`src/sv/cnv_pkg.sv`:
```
// ----------------------------------------------------------------------------
// cnv_pkg
// Shared types, codes and helpers for the conv2d forward/backward block.
// ----------------------------------------------------------------------------
package cnv_pkg;

	localparam int MAX_ROWS_DEF        = 64;
	localparam int MAX_COLS_DEF        = 64;
	localparam int MAX_KERNEL_ROWS_DEF = 8;
	localparam int MAX_KERNEL_COLS_DEF = 8;

	localparam logic [6:0] IMG_ROWS_RST = 7'd64;
	localparam logic [6:0] IMG_COLS_RST = 7'd64;
	localparam logic [3:0] KER_ROWS_RST = 4'd3;
	localparam logic [3:0] KER_COLS_RST = 4'd3;

	localparam logic [2:0] CFG_IMG_ROWS = 3'd0;
	localparam logic [2:0] CFG_IMG_COLS = 3'd1;
	localparam logic [2:0] CFG_KER_ROWS = 3'd2;
	localparam logic [2:0] CFG_KER_COLS = 3'd3;

	localparam logic [3:0] OP_WR_W    = 4'd0;
	localparam logic [3:0] OP_WR_B    = 4'd1;
	localparam logic [3:0] OP_WR_P    = 4'd2;
	localparam logic [3:0] OP_WR_G    = 4'd3;
	localparam logic [3:0] OP_FWD     = 4'd4;
	localparam logic [3:0] OP_INGRAD  = 4'd5;
	localparam logic [3:0] OP_ACCUM   = 4'd6;
	localparam logic [3:0] OP_RD_WG   = 4'd7;
	localparam logic [3:0] OP_CLEAR   = 4'd8;
	localparam logic [3:0] OP_RD_BG   = 4'd9;

	typedef enum logic [2:0] {
		ST_IDLE,
		ST_EXEC,
		ST_RUN,
		ST_DRAIN,
		ST_WGRD,
		ST_WGWR,
		ST_RDW,
		ST_FIN
	} state_t;

	typedef struct packed {
		logic               clr;
		logic               bclr;
		logic               tap;
		logic               bflag;
		logic               use_og_a;
		logic               use_og_b;
		logic signed [47:0] init;
	} mac_ctl_t;

	function automatic logic signed [47:0] sat_add48(input logic signed [47:0] x,
			input logic signed [47:0] y);
		logic signed [48:0] s;
		s = {x[47], x} + {y[47], y};
		if (s[48] != s[47])
			return s[48] ? {1'b1, {47{1'b0}}} : {1'b0, {47{1'b1}}};
		return s[47:0];
	endfunction

endpackage

```
`src/sv/cnv_mac.sv`:
```
// ----------------------------------------------------------------------------
// cnv_mac
// Multiply-accumulate unit: registered product, 48-bit accumulator, and a
// side accumulator for the bias gradient.
// ----------------------------------------------------------------------------
module cnv_mac (
	input  logic               clk,
	input  logic               arst_n,
	input  cnv_pkg::mac_ctl_t  ctl,
	input  logic signed [15:0] w_rd,
	input  logic signed [15:0] px_rd,
	input  logic signed [15:0] og_rd,
	output logic signed [47:0] acc,
	output logic signed [47:0] bacc
);

	logic               tap_s1, bfl_s1, tap_s2;
	logic signed [31:0] prod_s2;
	logic signed [47:0] acc_q, bacc_q;
	logic signed [15:0] opa, opb;

	assign opa = ctl.use_og_a ? og_rd : w_rd;
	assign opb = ctl.use_og_b ? og_rd : px_rd;

	always_ff @(posedge clk or negedge arst_n) begin
		if (!arst_n) begin
			tap_s1 <= 1'b0;
			bfl_s1 <= 1'b0;
			tap_s2 <= 1'b0;
		end else begin
			tap_s1 <= ctl.tap & ~ctl.clr;
			bfl_s1 <= ctl.tap & ctl.bflag & ~ctl.clr;
			tap_s2 <= tap_s1 & ~ctl.clr;
		end
	end

	always_ff @(posedge clk) begin
		prod_s2 <= opa * opb;
		if (ctl.clr)
			acc_q <= ctl.init;
		else if (tap_s2)
			acc_q <= acc_q + {{16{prod_s2[31]}}, prod_s2};
		if (ctl.bclr)
			bacc_q <= 48'sd0;
		else if (bfl_s1)
			bacc_q <= bacc_q + {{20{og_rd[15]}}, og_rd, 12'd0};
	end

	assign acc  = acc_q;
	assign bacc = bacc_q;

endmodule

```
`config.mk`:
```
export PLATFORM = sky130hd
export DESIGN_NAME = cnv_mac
export DESIGN_NICKNAME = d
export VERILOG_FILES = /design/src/sv/cnv_pkg.sv /design/src/sv/cnv_mac.sv
export SDC_FILE = /design/constraint.sdc
export NUM_CORES = 1
export LEC_CHECK = 0
export BUFFER_PORTS_ARGS = -buffer_cell sky130_fd_sc_hd__clkbuf_2
export CAP_MARGIN = 20
export CORE_ASPECT_RATIO = 0.8
export CORE_MARGIN = 4
export CORE_UTILIZATION = 45
export CTS_BUF_LIST = sky130_fd_sc_hd__clkbuf_2 sky130_fd_sc_hd__clkbuf_4 sky130_fd_sc_hd__clkbuf_8
export CTS_CLUSTER_SIZE = 20
export DETAILED_ROUTE_END_ITERATION = 10
export RECOVER_POWER = 100
export SLEW_MARGIN = 20
export SYNTH_ARGS = -nofsm -noshare
export SYNTH_HDL_FRONTEND = slang
export SYNTH_SLANG_ARGS = --single-unit
```
`constraint.sdc`:
```
create_clock -name clk -period 5.75 [get_ports clk]
set_input_delay 0.2875 -clock clk [delete_from_list [all_inputs] [get_ports clk]]
set_output_delay 0.2875 -clock clk [all_outputs]
set_load 0.05 [all_outputs]
```
==> results.env, run 1 <==
POSTLAYOUTSETUPSLACKWORST_NS=-0.114
MOST_USED_LAYER_GLOBAL_ROUTE='met2'
DIE-AREA_SQ_UM=43900
VIOLATED_CHECKS='capacitance limit, slew limit, setup timing'
YS_TOP_CELLS_BY_AREA='fa_1 (29%), ha_1 (11%), edfxtp_1 (7.9%)'
DRIVE_ABOVE_1_SHARE_PCT=20.7
SYNTHESIS.INSTANCES=2017
POSTSYNTH.TOPFLOPCELL='dfxtp_1'
CLOCK_PATH_BUFFERS=2
ROUTE.DETAILED.DRC=0
YOSYSSEQAREASHARE_PCT=15.7
CTS.ROOT.BUFFER_CELL='clkbuf_8'
STARTPOINT_TYPE='primary input'
POST_SYNTH.CELL_AREA_AVG_SQ_UM=9.07
PLACE.PORT_BUFFERS=187
LAYOUT.NETS=2923
CORE_AREA_SQ_UM=39800
CTSHTREEMAXLEVEL=4
GP_ROUTABILITY_CONGESTION=0.949
LARGEST_NET_DEGREE_AT_THE_START_OF_GLOBAL_ROUTING=78
YS_FF_LATCH=119
MAX_CAP_VIOLATIONS=2
SYNTH_LARGEST_TYPE_AREA_FRACTION_PCT=28.9
CLOCK_SINKS=119
NUMBER_OF_GLOBAL_ROUTE_VIAS_BEFORE_REPAIR=15800
POST_SYNTH_NUM_CELL_TYPES=84
R2R_SLACK_NS=1.76
MIN_TO='acc[8]'
CTS-BUFFERS-INSERTED=17
GRT.OVERFLOW.TOTAL=0
ROUTED_WIRELENGTH_MICRONS=53300
CTS_TREE='yes'
SETUP_VIOL=3
PLACE_HPWL_MICRONS=45000
GRT_PASS1_WL_MICRONS=84800
WL_PER_CELL_MICRONS=18.1
SYNTHDOMINANTAREACELLTYPE='fa_1'
ARR_TIME_CRIT_PATH_NS=6.28
FINCLKSKEW_NS=0.0211
DRV_SLEW=90
ROUTED_VIA_DENSITY=5.27
DIE_WIDTH_MICRONS=233
DPL.CELL_COUNT=2888
DRTPASS1ITERATIONS=7
FINALWORSTPATHREQUIREDPERIOD_NS=5.86
CLKTRANSATPATHREGS_NS=0.10
AREA.GROWTH.SYNTH_TO_FINAL_PCT=23.3
FINAL_CELLS=2940
ANTENNA_FOUND_INITIAL=0
INITIAL_CORE_UTIL_PCT=46.0
CP_MAX_FO=7
GRT_USAGE_PCT=24.5
WORSTREGTOREGCELLS=10
VIA_COUNT=15500
DIE_H_MICRONS=188
OUTCOME='finished with violations'
GLOBALROUTEMET1UTIL_PCT=35.9
SYNTH.YOSYS.WARNINGS=0
GRTUSAGEMET2_PCT=38.8
FMAXACHIEVABLE_MHz=171
FINAL_MIN_PERIOD_OVER_CLOCK_PERIOD_PCT=102
CRITICAL_PATH.REG2REG.ENDPOINT='acc[47]'
SYNTH_ENABLE_FLOP_CELLS=48
TIMING.SLEW.HEADROOM_PCT=-94.5
NUM_IO_PINS=200
ANTENNA_LEFT=0
TYPE_OF_THE_MOST_CRITICAL_HOLD_PATH='in -> reg'
WORST_SKEW_PAIR.LATE_LATENCY_NS=0.51
CRITICAL_REGISTER_TO_REGISTER_PATH_STARTPOINT='acc[8]'
GRT_USE_MET3_PCT=4.32
WORSTPATHREQUIRED_NS=6.17
STD_CELL_ROWS=65
FINAL-HOLD-VIOLATION-COUNT=0
N_ANTENNA_CELL=0
ASYNCSETRESETFLOPFRACSYNTH_PCT=2.52
FIRST_ITER_VIOLATIONS=915
SYNTH_AREA_SQ_UM=18300
WORSTSETUPENDPOINTTYPE='register'
HOLD_PATH.STARTPOINT='ctl[8]'
HOLD_DEPTH=3
TIMING_WORST_SETUP_PATH_TYPE='in -> reg'
MAX_SLEW.WORST_PIN.SLEW_NS=2.92
GRT_SETUP_UNREPAIRED='true'
## layout make-up
cell class,instances,area (sq um)
repair buffers,413,2880
clock inverters,15,155
multi-input cells,1541,14600
inverters,299,1120
flip-flops and latches,119,2880
fillers,3651,17200
well taps,536,671
clock buffers,17,234
## critical path, stage by stage
cell,delay [ns]
clkbuf_16,0.14
buf_12,0.15
buf_4,0.16
mux2_4,0.35
buf_4,0.15
nand2_1,0.09
fa_1,0.48
fa_1,0.55
inv_1,0.04
ha_1,0.20
fa_1,0.44
ha_1,0.29
inv_1,0.05
fa_1,0.48
inv_1,0.04
ha_1,0.29
a2111o_1,0.40
a311oi_2,0.28
o31a_2,0.21
o21ai_2,0.10
a22o_1,0.27
o211a_1,0.23
o21a_1,0.19
o21ai_2,0.20
nor2_1,0.08
a211oi_2,0.12
## worst max path at each step
stage / from / endpoint / depth (start not counted)
floorplan: ctl[48] / prod_s2[31] / 26
global placement: ctl[48] / prod_s2[31] / 26
detailed placement: ctl[48] / prod_s2[31] / 27
CTS: ctl[49] / prod_s2[31] / 26
global route: ctl[49] / prod_s2[31] / 25
finish: ctl[49] / prod_s2[31] / 26
## what timing repair did
| action | 4_1_cts | 5_1_grt |
|---|---|---|
| hold buffers | 3 | 0 |
| gates cloned | 1 | 0 |
| buffers inserted | 7 | 10 |
| endpoints found under the setup margin | 5 | 8 |
| gates resized for setup | 32 | 49 |
| endpoints found under the hold margin | 5 | 0 |
| pin swaps | 21 | 29 |
## cells by family after synthesis
kind of cell / Yosys count / share of synthesized area, %
buf+inv: 368 / 7.84
fa+ha+maj: 428 / 40.1
flops: 119 / 15.7
simple gates: 564 / 13.6
xor+xnor: 100 / 4.79
mux: 90 / 5.12
compound gates: 347 / 12.7
other cells: 1 / 0.0205
## routing by layer
metal,wire length (microns),share of wire (%),vias to the layer above
met4,615,1.2,0
met5,0,0,-
li1,-,-,7369
met1,24800,47,7702
met2,25000,47,377
met3,2890,5.4,47
## cells in the mapped netlist, types with 4 or more instances
| master | instances |
|---|---|
| inv_1 | 299 |
| fa_1 | 264 |
| nor2_1 | 211 |
| nand2_1 | 204 |
| ha_1 | 164 |
| a21oi_1 | 85 |
| o21ai_0 | 73 |
| dfxtp_1 | 68 |
| mux2i_1 | 61 |
| xnor2_1 | 57 |
| a21o_1 | 50 |
| edfxtp_1 | 48 |
| clkbuf_1 | 45 |
| xor2_1 | 43 |
| mux2_2 | 28 |
| nand3_1 | 24 |
| nand2b_1 | 22 |
| nor2b_1 | 20 |
| a31oi_1 | 15 |
| nor3_1 | 14 |
| a211oi_1 | 13 |
| and2_1 | 13 |
| nand4_1 | 13 |
| o21bai_1 | 13 |
| buf_4 | 12 |
| or2_2 | 12 |
| and3_1 | 10 |
| o21a_1 | 10 |
| o211ai_1 | 9 |
| o21ai_1 | 9 |
| o31ai_1 | 8 |
| buf_1 | 6 |
| a211o_1 | 5 |
| a22o_1 | 5 |
| buf_2 | 5 |
| or3_1 | 5 |
| a21boi_0 | 4 |
## cells in the final DEF, fill, tap and decap left out, types with 14 or more instances in the layout
cell,instances
nor3_1,14
inv_1,290
ha_1,153
nand3_1,24
buf_6,14
buf_12,20
buf_4,186
nand2b_1,19
clkbuf_1,87
o21ai_0,72
mux2_4,16
nor2_1,200
fa_1,257
a21oi_1,82
mux2i_1,41
a21o_1,50
edfxtp_1,48
clkbuf_2,99
clkbuf_8,18
dfxtp_1,68
xnor2_1,57
mux2i_4,15
a31oi_1,14
nor2b_1,19
xor2_1,43
nand2_1,198
## sequential cells by signal (all words and copies together) (netlist names)
name	cells
acc	48
bacc	36
bfl_s1	1
prod_s2	32
tap_s1	1
tap_s2	1
## metrics by stage
step	cell area [sq um]	setup slack, ns	setup TNS (ns)	utilization (%)	hold slack, ns
after floorplan	18800	-0.283	-0.904	-	-0.00809
after global placement	21700	-0.727	-6.48	54.6	0.0872
after detailed placement	21700	-0.807	-7.23	54.6	0.0879
after CTS	22400	-0.115	-0.158	56.3	0.0169
after global routing	22600	-0.319	-1.20	56.7	0.0248
final	22600	-0.114	-0.214	56.7	0.0557
Power of run 1 is left out: the tool's default activity adds up to more than one toggle a clock period on the data nets, which glitch-free logic cannot reach.
==> run 2, diff against run 1 <==
- PLACE_DENSITY: unset -> 0.68
==> run 2 against run 1 <==
Effect of this change:
- the run still ends with capacitance limit, slew limit, setup timing left
- die area is the same
- hold slack lost 0.011 ns
- cell area is 1.4% higher
- sequential share of layout area down 0.18 points
- via count up 2.5%
- core utilization increased by 0.80 points
- setup slack got worse by 0.019 ns
- register-to-register slack got worse by 0.10 ns
- clock skew grew 0.0040 ns
- maximum frequency fell by 0.32%
- flip-flop and latch count unchanged
- count of clock-buffer cells in the layout did not move
- critical endpoint unchanged
- largest cell class unchanged
- highest routed layer unchanged
==> results.env, run 2 (same netlist as run 1, synthesis figures left out) <==
OUTCOME='finished with violations'
VIOLATED_CHECKS='capacitance limit, slew limit, setup timing'
ARR_TIME_CRIT_PATH_NS=6.32  # +0.04 ns
ROUTED_VIA_DENSITY=5.35  # +1.5%
TYPE_OF_THE_MOST_CRITICAL_HOLD_PATH='in -> reg'
CTS-BUFFERS-INSERTED=17  # unchanged
CRITICAL_REGISTER_TO_REGISTER_PATH_STARTPOINT='acc[1]'
ROUTE.DETAILED.DRC=0  # unchanged
PLACE.PORT_BUFFERS=187  # unchanged
FINALWORSTPATHREQUIREDPERIOD_NS=5.88  # +0.0190 ns
VIA_COUNT=15900  # +2.5%
STARTPOINT_TYPE='primary input'
R2R_SLACK_NS=1.66  # -0.10 ns
WL_PER_CELL_MICRONS=18.1  # -0.19%
DIE_H_MICRONS=188  # unchanged
FIRST_ITER_VIOLATIONS=1108  # +21%
DIE-AREA_SQ_UM=43900  # unchanged
FILLERINSTANCES=3603  # -1.3%
MOSTFREQUENTLAYOUTCELL='inv_1'
FINAL-HOLD-VIOLATION-COUNT=0  # unchanged
CLOCK_PATH_BUFFERS=2  # unchanged
WORST_SKEW_PAIR.LATE_LATENCY_NS=0.53  # +0.02 ns
HOLD_PATH.STARTPOINT='ctl[33]'
STD_CELL_ROWS=65  # unchanged
DIE_WIDTH_MICRONS=233  # unchanged
CORE_AREA_SQ_UM=39800  # unchanged
DRIVE_ABOVE_1_SHARE_PCT=21.8  # +1.2 points
CLOCK_SINKS=119  # unchanged
LAYOUT.NETS=2952  # +0.99%
CLKTRANSATPATHREGS_NS=0.09  # about the same
TIMING.SLEW.HEADROOM_PCT=-93.5  # +0.97 points
CTS_TREE='yes'
FINCLKSKEW_NS=0.0250  # +0.00397 ns
FMAXACHIEVABLE_MHz=170  # -0.32%
MAX_CAP_VIOLATIONS=2  # unchanged
ANTENNA_LEFT=0  # unchanged
CRITPATHLAUNCH='ctl[48]'
FINAL_UTIL_PCT=57.5  # +0.80 points
WORSTPATHREQUIRED_NS=6.19  # +0.02 ns
TIMING_WORST_SETUP_PATH_TYPE='in -> reg'
CTS.ROOT.BUFFER_CELL='clkbuf_8'
DRV_SLEW=107  # +19%
SETUP-TNS-FINAL_NS=-0.271  # -0.0576 ns
ROUTED_WIRELENGTH_MICRONS=53800  # +0.86%
WORSTSETUPENDPOINTTYPE='register'
NUMBER_OF_GLOBAL_ROUTE_VIAS_BEFORE_REPAIR=16200  # +2.7%
MOSTFREQUENTLAYOUTCELLS='inv_1 (289), fa_1 (254), nor2_1 (202)'
GRT_USAGE_PCT=24.7  # +0.21 points
FINAL_MIN_PERIOD_OVER_CLOCK_PERIOD_PCT=102  # +0.33 points
SETUP_VIOL=3  # unchanged
LARGEST_REGISTER_FFS=48  # unchanged
INITIAL_CORE_UTIL_PCT=46.0  # unchanged
GRT_SETUP_UNREPAIRED='true'
LARGEST_NET_DEGREE_AT_THE_START_OF_GLOBAL_ROUTING=66  # -15%
CTSHTREEMAXLEVEL=4  # unchanged
AREA.GROWTH.SYNTH_TO_FINAL_PCT=25.1
GP_ROUTABILITY_CONGESTION=0.948  # -0.11%
PLACE_HPWL_MICRONS=44500  # -1.1%
ANTENNA_FOUND_INITIAL=1  # +1
MAX_SLEW.WORST_PIN.SLEW_NS=2.90  # -0.0146 ns
POSTLAYOUTSETUPSLACKWORST_NS=-0.133  # -0.0190 ns
DRTPASS1ITERATIONS=5  # -2
CP_MAX_FO=8  # +1
GRT.OVERFLOW.TOTAL=0  # unchanged
GRT_PASS1_WL_MICRONS=85700  # +1.0%
NUM_IO_PINS=200  # unchanged
## run 2: worst paths after layout
path | endpoint | cells after the start
max | prod_s2[31] | 26
min | acc[33] | 3
max reg2reg | acc[47] | 11
min reg2reg | tap_s2 | 1
max in group asynchronous | bfl_s1 | 2
min in group asynchronous | tap_s2 | 2
## run 2: per-stage QoR
step | hold slack [ns] | instance area (sq um) | std cells | setup slack [ns]
6_report | 0.0448 | 22900 | 2971 | -0.133
5_1_grt | 0.0238 | 22900 | 2970 | -0.287
4_1_cts | 0.0126 | 22600 | 2947 | -0.0696
3_5_place_dp | 0.0893 | 21700 | 2892 | -0.943
3_3_place_gp | 0.0839 | 21700 | 2892 | -0.827
2_1_floorplan | -0.00809 | 18800 | 2028 | -0.283
## run 2: layout make-up
class / instances / area, sq um / share of cell area, %
multi-input combinational: 1542 / 14700 / 64.2
timing repair buffer: 441 / 3130 / 13.7
sequential: 119 / 2880 / 12.6
inverter: 299 / 1120 / 4.91
tap: 536 / 671 / 2.93
clock buffer: 17 / 234 / 1.02
clock inverter: 15 / 141 / 0.618
antenna: 2 / 5.00 / 0.0219
## run 2: timing repair
action                     4_1_cts  5_1_grt
hold buffers                     3        0
gates resized for setup         60       57
hold endpoints to repair         5        0
setup endpoints to repair        6        9
gates cloned                     3        1
buffers inserted                17       21
pin swaps                       32       38
## run 2: worst max-delay path, stage by stage
cell and delay (ns):
buf_12 0.12, buf_16 0.15, buf_6 0.11, mux2i_1 0.10, buf_4 0.18, or2_4 0.23, fa_1 0.49, fa_1 0.55
inv_2 0.05, fa_1 0.48, fa_2 0.41, fa_1 0.53, inv_2 0.04, fa_1 0.48, inv_2 0.04, ha_4 0.20
a21o_1 0.17, a21o_1 0.18, a211oi_2 0.21, o21ai_2 0.13, a22o_1 0.30, o211a_1 0.21, o21a_1 0.21, o21ai_2 0.21
nor2_1 0.08, a211oi_2 0.13
## run 2: layer usage
layer  routed length [microns]  vias up  GRT usage (%)
li1                          -     7448              -
met3                      3520       81           5.73
met4                      1340        0           6.67
met2                     25000      468           38.9
met1                     23900     7889           34.4
met5                         0        -              0
Power of run 2 is left out for the same reason.
